### src/sv/msr_pkg.sv
// Package for the masked scaled softmax row block: widths, register
// indices, reset values and the exp lookup tables. No dependencies.
package msr_pkg;

    localparam int MAX_COLS = 64;
    localparam int COL_W    = $clog2(MAX_COLS);
    localparam int CNT_W    = COL_W + 1;
    localparam int SUM_W    = 23;
    localparam int QUOT_W   = 17;
    localparam int DVD_W    = 33;
    localparam int STEP_W   = 5;

    localparam logic REG_SCALE  = 1'b0;
    localparam logic REG_CAUSAL = 1'b1;

    localparam logic [15:0] SCALE_RST = 16'd4096;
    localparam logic [15:0] MAX_RST   = 16'h8000;

    typedef logic [15:0] t_word;

    // exp(-k) for integer part k, Q1.16 with 65536 = 1.0
    function automatic logic [16:0] exp_int_f(input logic [3:0] k);
        logic [16:0] v;
        case (k)
            4'd0:    v = 17'd65536;
            4'd1:    v = 17'd24109;
            4'd2:    v = 17'd8869;
            4'd3:    v = 17'd3263;
            4'd4:    v = 17'd1200;
            4'd5:    v = 17'd442;
            4'd6:    v = 17'd162;
            4'd7:    v = 17'd60;
            4'd8:    v = 17'd22;
            4'd9:    v = 17'd8;
            4'd10:   v = 17'd3;
            4'd11:   v = 17'd1;
            default: v = 17'd0;
        endcase
        return v;
    endfunction

    // exp(-k/16)
    function automatic logic [16:0] exp_hi_f(input logic [3:0] k);
        logic [16:0] v;
        case (k)
            4'd0:    v = 17'd65536;
            4'd1:    v = 17'd61565;
            4'd2:    v = 17'd57836;
            4'd3:    v = 17'd54331;
            4'd4:    v = 17'd51039;
            4'd5:    v = 17'd47947;
            4'd6:    v = 17'd45042;
            4'd7:    v = 17'd42313;
            4'd8:    v = 17'd39750;
            4'd9:    v = 17'd37341;
            4'd10:   v = 17'd35079;
            4'd11:   v = 17'd32954;
            4'd12:   v = 17'd30957;
            4'd13:   v = 17'd29081;
            4'd14:   v = 17'd27319;
            default: v = 17'd25664;
        endcase
        return v;
    endfunction

    // exp(-k/256)
    function automatic logic [16:0] exp_lo_f(input logic [3:0] k);
        logic [16:0] v;
        case (k)
            4'd0:    v = 17'd65536;
            4'd1:    v = 17'd65280;
            4'd2:    v = 17'd65026;
            4'd3:    v = 17'd64772;
            4'd4:    v = 17'd64520;
            4'd5:    v = 17'd64268;
            4'd6:    v = 17'd64018;
            4'd7:    v = 17'd63768;
            4'd8:    v = 17'd63520;
            4'd9:    v = 17'd63272;
            4'd10:   v = 17'd63025;
            4'd11:   v = 17'd62780;
            4'd12:   v = 17'd62535;
            4'd13:   v = 17'd62291;
            4'd14:   v = 17'd62048;
            default: v = 17'd61806;
        endcase
        return v;
    endfunction

endpackage

### src/sv/msr_div.sv
// Restoring divider, one quotient bit per cycle, for the normalize pass.
// Depends on msr_pkg.
module msr_div (
    input  logic                        i_clk,
    input  logic                        i_rst_n,
    input  logic                        i_start,
    input  logic [msr_pkg::DVD_W-1:0]  i_dividend,
    input  logic [msr_pkg::SUM_W-1:0]  i_divisor,
    output logic                        o_done,
    output logic [msr_pkg::QUOT_W-1:0] o_quot
);
    import msr_pkg::*;

    logic [SUM_W-1:0]  r_rem;
    logic [QUOT_W-1:0] r_q;
    logic [STEP_W-1:0] r_cnt;
    logic              r_done;
    logic [SUM_W:0]    trial;
    logic              ge;

    assign trial = {r_rem, r_q[QUOT_W-1]};
    assign ge    = trial >= {1'b0, i_divisor};

    always_ff @(posedge i_clk) begin
        if (!i_rst_n) begin
            r_cnt  <= '0;
            r_done <= 1'b0;
        end else begin
            r_done <= 1'b0;
            if (i_start) begin
                r_cnt <= STEP_W'(QUOT_W);
            end else if (r_cnt != '0) begin
                r_cnt <= r_cnt - 1'b1;
                if (r_cnt == STEP_W'(1)) r_done <= 1'b1;
            end
        end
    end

    // quotient is known to fit QUOT_W bits, so the top part starts below divisor
    always_ff @(posedge i_clk) begin
        if (i_start) begin
            r_rem <= SUM_W'(i_dividend[DVD_W-1:QUOT_W]);
            r_q   <= i_dividend[QUOT_W-1:0];
        end else if (r_cnt != '0) begin
            r_rem <= ge ? SUM_W'(trial - {1'b0, i_divisor}) : trial[SUM_W-1:0];
            r_q   <= {r_q[QUOT_W-2:0], ge};
        end
    end

    assign o_done = r_done;
    assign o_quot = r_q;

endmodule

### src/sv/masked_scaled_softmax_row.sv
// Top level of the masked scaled softmax row block: load, exp and normalize
// sequencer with row and exp memories. Depends on msr_pkg and msr_div.
//
//  channel   dir  handshake                       payload
//  s_axis    in   s_axis_tvalid / s_axis_tready   tdata{row_index,score}, tlast=last_in_row
//  m_axis    out  m_axis_tvalid / m_axis_tready   tdata{probability}, tlast=last_out
//  apb       in   psel & penable & pwrite         0x0 score_scale, 0x4 causal_enable
//
// Each score is loaded as it is accepted (scale multiply, mask and max update).
// On the last item of a row the exp pass takes each column through the
// shared two-step table multiply, then the normalize pass runs each column
// through the bit-serial 17-step divider and then waits on any output
// stall. s_axis_tready is low from the last item until the final
// probability is taken. Reset is synchronous, active low; memories are not
// cleared, only written columns are read.
module masked_scaled_softmax_row (
    input  logic        i_clk,
    input  logic        i_rst_n,
    input  logic        s_axis_tvalid,
    output logic        s_axis_tready,
    input  logic [31:0] s_axis_tdata,   // [15:0] score, [31:16] row_index
    input  logic        s_axis_tlast,
    output logic        m_axis_tvalid,
    input  logic        m_axis_tready,
    output logic [15:0] m_axis_tdata,   // [15:0] probability
    output logic        m_axis_tlast,
    input  logic        psel,
    input  logic        penable,
    input  logic        pwrite,
    input  logic [2:0]  paddr,
    input  logic [31:0] pwdata,
    output logic [31:0] prdata,
    output logic        pready
);
    import msr_pkg::*;

    localparam logic [3:0] S_IDLE  = 4'd0;
    localparam logic [3:0] S_E_RD  = 4'd1;
    localparam logic [3:0] S_E_M1  = 4'd2;
    localparam logic [3:0] S_E_M2  = 4'd3;
    localparam logic [3:0] S_E_WR  = 4'd4;
    localparam logic [3:0] S_N_RD  = 4'd5;
    localparam logic [3:0] S_N_LD  = 4'd6;
    localparam logic [3:0] S_N_DIV = 4'd7;
    localparam logic [3:0] S_N_OUT = 4'd8;

    // config registers
    logic [15:0] r_scale;
    logic        r_causal;
    logic        cfg_wr;

    // control state
    logic [3:0]       r_state;
    logic [CNT_W-1:0] r_count;
    logic [COL_W-1:0] r_col;
    t_word            r_max;
    logic [SUM_W-1:0] r_sum;

    // memories: {mask, scaled score} per column, and exp per column
    logic [16:0] r_row_mem [MAX_COLS];
    logic [15:0] r_exp_mem [MAX_COLS];
    logic [16:0] r_row_rd;
    logic [15:0] r_exp_rd;

    // datapath registers
    logic [16:0] r_m1;
    logic [16:0] r_m2;
    logic [3:0]  r_dlo;
    logic        r_zero;
    logic [15:0] r_prob;

    // load-side arithmetic
    logic signed [15:0] in_score;
    logic [15:0]        in_row;
    logic signed [32:0] prod;
    logic signed [32:0] shifted;
    t_word              scaled;
    logic               in_mask;
    logic               in_acc;

    // exp-side arithmetic
    t_word       diff;
    logic [33:0] m1_full;
    logic [33:0] m2_full;
    logic [15:0] exp_val;
    logic [SUM_W-1:0] sum_eff;
    logic [DVD_W-1:0] dividend;
    logic              div_start;
    logic              div_done;
    logic [QUOT_W-1:0] quot;
    logic              col_last;

    assign pready = 1'b1;
    assign cfg_wr = psel & penable & pwrite;

    always_ff @(posedge i_clk) begin
        if (!i_rst_n) begin
            r_scale  <= SCALE_RST;
            r_causal <= 1'b0;
        end else if (cfg_wr) begin
            unique case (paddr[2])
                REG_SCALE:  r_scale  <= pwdata[15:0];
                REG_CAUSAL: r_causal <= pwdata[0];
                default:    ;
            endcase
        end
    end

    always_comb begin
        unique case (paddr[2])
            REG_SCALE:  prdata = {16'd0, r_scale};
            REG_CAUSAL: prdata = {31'd0, r_causal};
            default:    prdata = '0;
        endcase
    end

    // Load: Q8.8 * Q4.12, round half up, saturate
    assign in_score = $signed(s_axis_tdata[15:0]);
    assign in_row   = s_axis_tdata[31:16];
    assign prod     = in_score * $signed({1'b0, r_scale});
    assign shifted  = (prod + 33'sd2048) >>> 12;

    always_comb begin
        if (shifted > 33'sd32767)       scaled = 16'h7FFF;
        else if (shifted < -33'sd32768) scaled = 16'h8000;
        else                            scaled = shifted[15:0];
    end

    assign in_mask = r_causal && (16'(r_count) > in_row);
    assign s_axis_tready = (r_state == S_IDLE);
    assign in_acc = s_axis_tvalid & s_axis_tready;

    // Exp: two table products with a register between them
    assign diff    = r_max - r_row_rd[15:0];
    assign m1_full = exp_int_f(diff[11:8]) * exp_hi_f(diff[7:4]) + 34'd32768;
    assign m2_full = r_m1 * exp_lo_f(r_dlo) + 34'd32768;
    assign exp_val = r_zero ? 16'd0 : ((r_m2[16]) ? 16'hFFFF : r_m2[15:0]);

    // Normalize: (e * 65536 + sum/2) / sum with a zero sum taken as one
    assign sum_eff   = (r_sum == '0) ? SUM_W'(1) : r_sum;
    assign dividend  = {1'b0, r_exp_rd, 16'd0} + DVD_W'(sum_eff >> 1);
    assign div_start = (r_state == S_N_LD);
    assign col_last  = (CNT_W'(r_col) == r_count - 1'b1);

    msr_div u_div (
        .i_clk      (i_clk),
        .i_rst_n    (i_rst_n),
        .i_start    (div_start),
        .i_dividend (dividend),
        .i_divisor  (sum_eff),
        .o_done     (div_done),
        .o_quot     (quot)
    );

    always_ff @(posedge i_clk) begin
        if (in_acc && r_count < CNT_W'(MAX_COLS)) begin
            r_row_mem[r_count[COL_W-1:0]] <= {in_mask, scaled};
        end
        if (r_state == S_E_WR) r_exp_mem[r_col] <= exp_val;
        r_row_rd <= r_row_mem[r_col];
        r_exp_rd <= r_exp_mem[r_col];
    end

    always_ff @(posedge i_clk) begin
        r_m1   <= m1_full[32:16];
        r_dlo  <= diff[3:0];
        r_m2   <= m2_full[32:16];
        if (r_state == S_E_M1) r_zero <= r_row_rd[16] | (diff[15:8] >= 8'd12);
        if (div_done) r_prob <= quot[16] ? 16'hFFFF : quot[15:0];
    end

    always_ff @(posedge i_clk) begin
        if (!i_rst_n) begin
            r_state <= S_IDLE;
            r_count <= '0;
            r_col   <= '0;
            r_max   <= MAX_RST;
            r_sum   <= '0;
        end else begin
            unique case (r_state)
                S_IDLE: begin
                    if (in_acc) begin
                        if (r_count < CNT_W'(MAX_COLS)) begin
                            r_count <= r_count + 1'b1;
                            if (!in_mask && $signed(scaled) > $signed(r_max)) r_max <= scaled;
                        end
                        if (s_axis_tlast) begin
                            r_col   <= '0;
                            r_sum   <= '0;
                            r_state <= S_E_RD;
                        end
                    end
                end
                S_E_RD: r_state <= S_E_M1;
                S_E_M1: r_state <= S_E_M2;
                S_E_M2: r_state <= S_E_WR;
                S_E_WR: begin
                    r_sum <= r_sum + SUM_W'(exp_val);
                    if (col_last) begin
                        r_col   <= '0;
                        r_state <= S_N_RD;
                    end else begin
                        r_col   <= r_col + 1'b1;
                        r_state <= S_E_RD;
                    end
                end
                S_N_RD: r_state <= S_N_LD;
                S_N_LD: r_state <= S_N_DIV;
                S_N_DIV: begin
                    if (div_done) r_state <= S_N_OUT;
                end
                S_N_OUT: begin
                    if (m_axis_tready) begin
                        if (col_last) begin
                            r_count <= '0;
                            r_max   <= MAX_RST;
                            r_sum   <= '0;
                            r_col   <= '0;
                            r_state <= S_IDLE;
                        end else begin
                            r_col   <= r_col + 1'b1;
                            r_state <= S_N_RD;
                        end
                    end
                end
                default: r_state <= S_IDLE;
            endcase
        end
    end

    assign m_axis_tvalid = (r_state == S_N_OUT);
    assign m_axis_tdata  = r_prob;
    assign m_axis_tlast  = col_last;

endmodule
### config.mk
export PLATFORM = sky130hd
export DESIGN_NAME = masked_scaled_softmax_row
export DESIGN_NICKNAME = d
export VERILOG_FILES = /design/src/sv/msr_pkg.sv /design/src/sv/msr_div.sv /design/src/sv/masked_scaled_softmax_row.sv
export SDC_FILE = /design/constraint.sdc
export NUM_CORES = 2
export LEC_CHECK = 0
export BUFFER_PORTS_ARGS = -buffer_cell sky130_fd_sc_hd__buf_2
export CELL_PAD_IN_SITES_DETAIL_PLACEMENT = 0
export CELL_PAD_IN_SITES_GLOBAL_PLACEMENT = 2
export CORE_MARGIN = 2
export CORE_UTILIZATION = 40
export CTS_BUF_LIST = sky130_fd_sc_hd__clkbuf_8
export CTS_CLUSTER_SIZE = 40
export DETAILED_ROUTE_END_ITERATION = 16
export PLACE_DENSITY_LB_ADDON = 0.1
export SLEW_MARGIN = 15
export SYNTH_ARGS = -nofsm -noshare
export SYNTH_HDL_FRONTEND = slang
export SYNTH_HIERARCHICAL = 1
export SYNTH_SLANG_ARGS = --single-unit
### constraint.sdc
create_clock -name i_clk -period 13.5 [get_ports i_clk]
set_input_delay 2.7 -clock i_clk [delete_from_list [all_inputs] [get_ports i_clk]]
set_output_delay 2.7 -clock i_clk [all_outputs]
set_load 0.02 [all_outputs]
---- Yosys cells after proc, flatten, opt, wreduce, memory -nomap -nowiden ----
Memory sizes are Yosys's and may differ from the RTL's. A register that Yosys moved wholly into a read port is not among the register bits.
Cells that the tools add are included.
storage, ports and cells
  register bits ........................... 170
  memory bits (writable) .................. 2112
  ROM bits ................................ 768
  input port bits ......................... 75
  output and inout port bits .............. 52
  memories ................................ 5
cells by class
  add/sub/neg operators ................... 11
  $mul .................................... 3
  magnitude comparators ................... 7
  equality and inequality tests ........... 17
  multiplexer cells ....................... 46
  bitwise gates (word level) .............. 7
  reduce and logical (&&, ||, !) cells .... 19
memories
  name              words  width  read ports  clocked after Yosys merged registers in  write ports  RTL line                         text
  r_row_mem         64     17     1           1                                        1            masked_scaled_softmax_row.sv:60  logic [16:0] r_row_mem [MAX_COLS];
  r_exp_mem         64     16     1           1                                        1            masked_scaled_softmax_row.sv:61  logic [15:0] r_exp_mem [MAX_COLS];
  (name not given)  16     17     1           0                                        0            msr_pkg.sv:45                    case (k)
  (name not given)  16     16     1           1                                        0            msr_pkg.sv:69                    case (k)
  (name not given)  16     15     1           0                                        0            msr_pkg.sv:24                    case (k)
operator list
  operator                                                                           count
  16-bit two-way mux                                                                 11
  23-bit two-way mux                                                                 6
  23-bit one-hot mux with 3 select lines                                             1
  33-bit by 16-bit adder with 33-bit output, second input constant                   2
  17-bit by 17-bit multiplier with 33-bit output                                     2
  32-bit one-hot mux with 2 select lines                                             1
  4-bit one-hot mux with 9 select lines                                              1
  17-bit two-way mux                                                                 2
  32-bit by 22-bit adder with 33-bit output                                          1
  33-bit by 13-bit adder with 33-bit output, second input constant                   1
  16-bit by 17-bit multiplier with 33-bit output                                     1
  16-bit one-hot mux with 2 select lines                                             1
  7-bit two-way mux                                                                  4
  24-bit by 23-bit greater-or-equal comparator with 1-bit output                     1
  6-bit two-way mux                                                                  4
  23-bit by 16-bit adder with 23-bit output                                          1
  23-bit zero test                                                                   1
  23-bit subtractor                                                                  1
  21-bit by 16-bit greater-than comparator with 1-bit output, second input constant  1
  21-bit by 16-bit < comparator with 1-bit output, second input constant             1
  6-bit one-hot mux with 3 select lines                                              1
  4-bit by 3-bit equality test with 1-bit output, second input constant              4
  16-bit greater-than comparator                                                     1
  7-bit by 16-bit greater-than comparator with 1-bit output                          1
  other kinds (33)                                                                   59

---- Depth between registers and ports, before layout ----
  depth in word-level cells ............... 11
  gate-level depth with buffers ........... 41
  gate-level depth less buffers ........... 38

---- Cells and area by module ----
The synthesis kept the hierarchy.
modules (own cells, without submodules)
  module                     instances  cells an instance  area an instance (um^2)  seq. area each (um^2)
  masked_scaled_softmax_row  1          7967               110653.6                 66994.3
  msr_div                    1          368                3419.5                   1251.2

---- Worst setup path before layout ----
Ideal clock, no wire load.
  path type ............................... in2reg
  start point ............................. input port s_axis_tdata[1]
  end point ............................... register r_max[13]
  setup time .............................. 129 ps
  data arrival time ....................... 13494 ps
  setup slack ............................. -123 ps
  cell stages on the path ................. 37
  path buffers ............................ 3
  cells stage by stage .................... clkbuf_1 -> nand2_1 -> fa_1 -> fa_1 -> inv_1 -> fa_1 -> fa_1 -> fa_1 -> inv_1 -> fa_1 -> inv_1 -> ha_1 -> o21ai_1 -> a21oi_1 -> o211ai_1 -> o21ai_0 -> nor2_4 -> o21ai_2 -> a21oi_2 -> o311a_1 -> and4b_1 -> nor2_1 -> clkbuf_1 -> o21ai_0 -> ha_1 -> a21o_1 -> a21o_1 -> a21o_1 -> a21oi_1 -> nor2b_1 -> o21ai_0 -> o2111ai_1 -> and3_1 -> and3_1 -> o21ai_1 -> buf_2 -> o211ai_1
on the way
  word-level cells in the longest chain between the ends .. 9
  elaborated cells on any way between the ends .. 14
ends and longest elaborated chain
  item                                                                   RTL line                          text
  start: declaration                                                     masked_scaled_softmax_row.sv:21   input logic [31:0] s_axis_tdata,
  16-bit by 17-bit multiplier with 33-bit output (*)                     masked_scaled_softmax_row.sv:120  assign prod = in_score * $signed({1'b0, r_scale});
  33-bit by 13-bit adder with 33-bit output (*)                          masked_scaled_softmax_row.sv:121  assign shifted = (prod + 33'sd2048) >>> 12;
  21-bit by 16-bit < comparator with 1-bit output                        masked_scaled_softmax_row.sv:125  else if (shifted < -33'sd32768) scaled = 16'h8000;
  16-bit two-way mux                                                     masked_scaled_softmax_row.sv:125
  16-bit two-way mux (*)                                                 masked_scaled_softmax_row.sv:124  if (shifted > 33'sd32767) scaled = 16'h7FFF;
  via scaled[9]                                                          masked_scaled_softmax_row.sv:77   t_word scaled;
  16-bit greater-than comparator (*)                                     masked_scaled_softmax_row.sv:185  if (!in_mask && $signed(scaled) > $signed(r_max)) r_max <= scaled;
  1-bit logical AND (*)                                                  masked_scaled_softmax_row.sv:185
  2-bit by 1-bit inequality test with 1-bit output (no source line) (*)  -
  6-bit AND reduction (no source line) (*)                               -
  end signal: assignment                                                 masked_scaled_softmax_row.sv:185
  end: declaration                                                       masked_scaled_softmax_row.sv:56   t_word r_max;
The timed path passes the listed nets; every way through them passes the cells marked *. The select of a mux whose other input is x is not followed.
A chain may end at the register's enable or synchronous reset.

---- Worst setup path after layout ----
  start point ............................. input port s_axis_tdata[1]
  end point ............................... register r_max[10]
Same word-level chain as after synthesis.

==> metrics.yaml <==
hpwl_microns: 223200
htreeDepth: 5
wl_per_cell_microns: 28.12
cts_tree: "yes"
synth.most_common_cell: "edfxtp_1"
cpPeakStageDelay_ns: 0.64
synth_common_cells: "2,162 x edfxtp_1, 819 x inv_1, 639 x a22oi_1"
clk_path_buf_depth: 4
placement_rows: 196
async_flop_share_pct: 0
worstPathMaxFanout: 16
slew_viol_final: 0
max_freq_mhz: 85.47
drc: 0
globalplace.congestion: 0.8251
skew_ns: 0.1116
worstReg2RegStart: "r_scale[4]$_SDFFE_PN0P_"
die-area_sq_um: 289500
startpoint_type: "primary input"
finalSetupViolCount: 0
grt_start_max_net_pins: 88
synth_area_sq_um: 114100
die_y_microns: 538.0
cp.arrival_ns: 12.60
postCtsSetupBuffers: 0
r2r_cells: 36
hold_buffers: 0
hold_violations: 0
vias: 71500
drive_gt1_share_pct: 11.83
fin_crit_sh_pct: 86.67
synth_top_area_share_pct: 56.91
crit_path_top_delay_cell: "or4b_1"
grt_usage_pct: 24.51
tightestPinTransition_ns: 1.205
cap_violations: 0
r2r-end: "r_max[10]$_SDFFE_PN0P_"
min_from: "r_scale[9]$_SDFFE_PN0P_"
wl_microns: 357600
antenna_found_initial: 12
cts.clk_slew.worst_paths_ns: 0.06
slew_headroom_pct: 18.91
drt_iter0_markers: 5817
r2r_slack_ns: 2.97
synth_area_leaders: "edfxtp_1 57%, fa_1 10%, ha_1 5.3%"
yosysSeqAreaShare_pct: 59.83
crit_type: "in -> reg"
finalInstanceArea_sq_um: 127300
placedInstanceArea_sq_um: 120300
grt_pass1_wl_microns: 516400
rsz0062_at_grt: "false"
whs_path_depth: 2
syn_area_per_cell_sq_um: 13.69
ys_warn_count: 6
fin_crit_ns: 11.70
hold_path_end: "r_scale[9]$_SDFFE_PN0P_"
core_area_sq_um: 284500
nFillCells: 25890
dieWidth_microns: 538.0
cts_made_buffers: 385
floorplan.initialDensity_pct: 40.10
clock-sinks: 2328
ys.flop_type: "edfxtp_1"
synth_seq_cells: 2328
cp_common_cell: "fa_1"
grt_pass1_vias: 73000
io-pin-count: 127
required_ns: 14.40
viasPerCell: 5.623
crit_path_end_kind: "flop"
area_growth_pct: 11.63
antenna_left: 0
outcome: "complete, no violations"
yosys.area.top_type: "edfxtp_1"
gr-total-overflow: 0
first_pass_iters: 6
fin_setup_tns_ns: 0
cts.root.buffer_cell: "clkbuf_8"
synth_enable_flop_cells: 2162
worstHoldPathType: "reg -> reg"
fin_nets: 9808
ys_types: 96
clk_latency_ns: 1.09
portBuffers: 91
syn_inst: 8335
cts_resized: 0
[cell type report]
class	count	area, sq um	share of cell area (%)
antenna	9	22.52	0.01769
clock buffer	397	5464	4.291
clock inverter	280	1489	1.169
inverter	822	3085	2.423
multi-input combinational	4728	41520	32.60
sequential	2328	68250	53.59
tap	3762	4707	3.696
timing repair buffer	390	2813	2.209
[state kept, by name (all words and copies together), names as in the netlist, 4 cells and up, named ones only]
name and cells:
u_div/r_rem 23, r_m1 17, m_axis_tdata 16, r_row_mem 1088
r_m2 17, r_col 6, r_max 16, r_scale 16
r_sum 23, r_state 4, u_div/r_cnt 5, r_exp_mem 1024
r_count 7, r_row_rd 17, r_exp_rd 16, u_div/o_quot 17
[how the worst max path moves through the flow]
stage | cells past startpoint | to | slack [ns] | startpoint
4_1_cts | 36 | r_max[10]$_SDFFE_PN0P_ | 1.92 | s_axis_tdata[1]
2_1_floorplan | 35 | r_max[13]$_SDFFE_PN0P_ | 0.009 | s_axis_tdata[1]
5_1_grt | 36 | r_max[3]$_SDFFE_PN0P_ | 1.26 | s_axis_tdata[1]
3_5_place_dp | 36 | r_max[5]$_SDFFE_PN0P_ | 0.79 | s_axis_tdata[1]
6_report | 36 | r_max[10]$_SDFFE_PN0P_ | 1.80 | s_axis_tdata[1]
3_3_place_gp | 36 | r_max[2]$_SDFFE_PN0P_ | 0.82 | s_axis_tdata[1]
[layer usage]
metal  wire (microns)  vias up  global-route usage, %
li1                 -    31470                      -
met1           158200    37400                  34.43
met2           172100     2184                  40.69
met3            19510      438                  2.908
met4             7750        6                  5.787
met5               45        -                      0
[placed cells by master, fill, tap and decap left out, drive strengths merged, types with 14 or more instances in the layout]
cell type,count
a22o,221
inv,982
o21bai,19
mux2i,14
a21o,53
nor4,52
and3,21
or3,15
a21oi,169
ha,484
clkbuf,397
edfxtp,2162
mux2,19
fa,594
nor3,38
conb,17
o211ai,29
nand3,81
nand2,456
and2,240
nand2b,38
a31oi,218
a221oi,222
o21ai,118
buf,390
nand4,88
clkinv,106
a21boi,33
or2,38
nor2,472
dfxtp,166
a22oi,639
xnor2,84
xor2,47
o21a,29
nor2b,47
a211oi,23
[critical path, delay by kind of cell]
family | cells | cell delay, ns
adder cells (fa/ha/maj) | 8 | 3.68
AND/OR/NAND/NOR | 8 | 2.25
buffers and inverters | 5 | 0.89
AO/OA/AOI/OAI | 14 | 2.90
XOR/XNOR | 1 | 0.16
[through the flow]
stage	setup slack (ns)	util, %	instances	hold WS, ns
6_report	1.800	44.77	12720	0.4642
5_1_grt	1.262	44.76	12710	0.4980
4_1_cts	1.918	44.75	12710	0.4666
3_5_place_dp	0.7860	42.31	12030	0.4605
3_3_place_gp	0.8179	42.31	12030	0.4562
2_1_floorplan	0.008663	-	8350	0.4446
[kinds of logic (layout without fill, tap and decap cells)]
logic type / Yosys count / after routing / synth area share (%)
DFF: 2328 / 2328 / 59.83
muxes: 33 / 33 / 0.3104
buffers and inverters: 1294 / 1889 / 4.374
other: 2 / 26 / 0.006583
xor gates and xnor gates: 131 / 131 / 1.006
adders and majority gates: 1078 / 1078 / 15.73
AOI/OAI and AO/OA: 1840 / 1840 / 11.86
and+or+nand+nor: 1629 / 1629 / 6.888
Power is left out: the tool's default activity adds up to more than one toggle a clock period on the data nets, which glitch-free logic cannot reach.
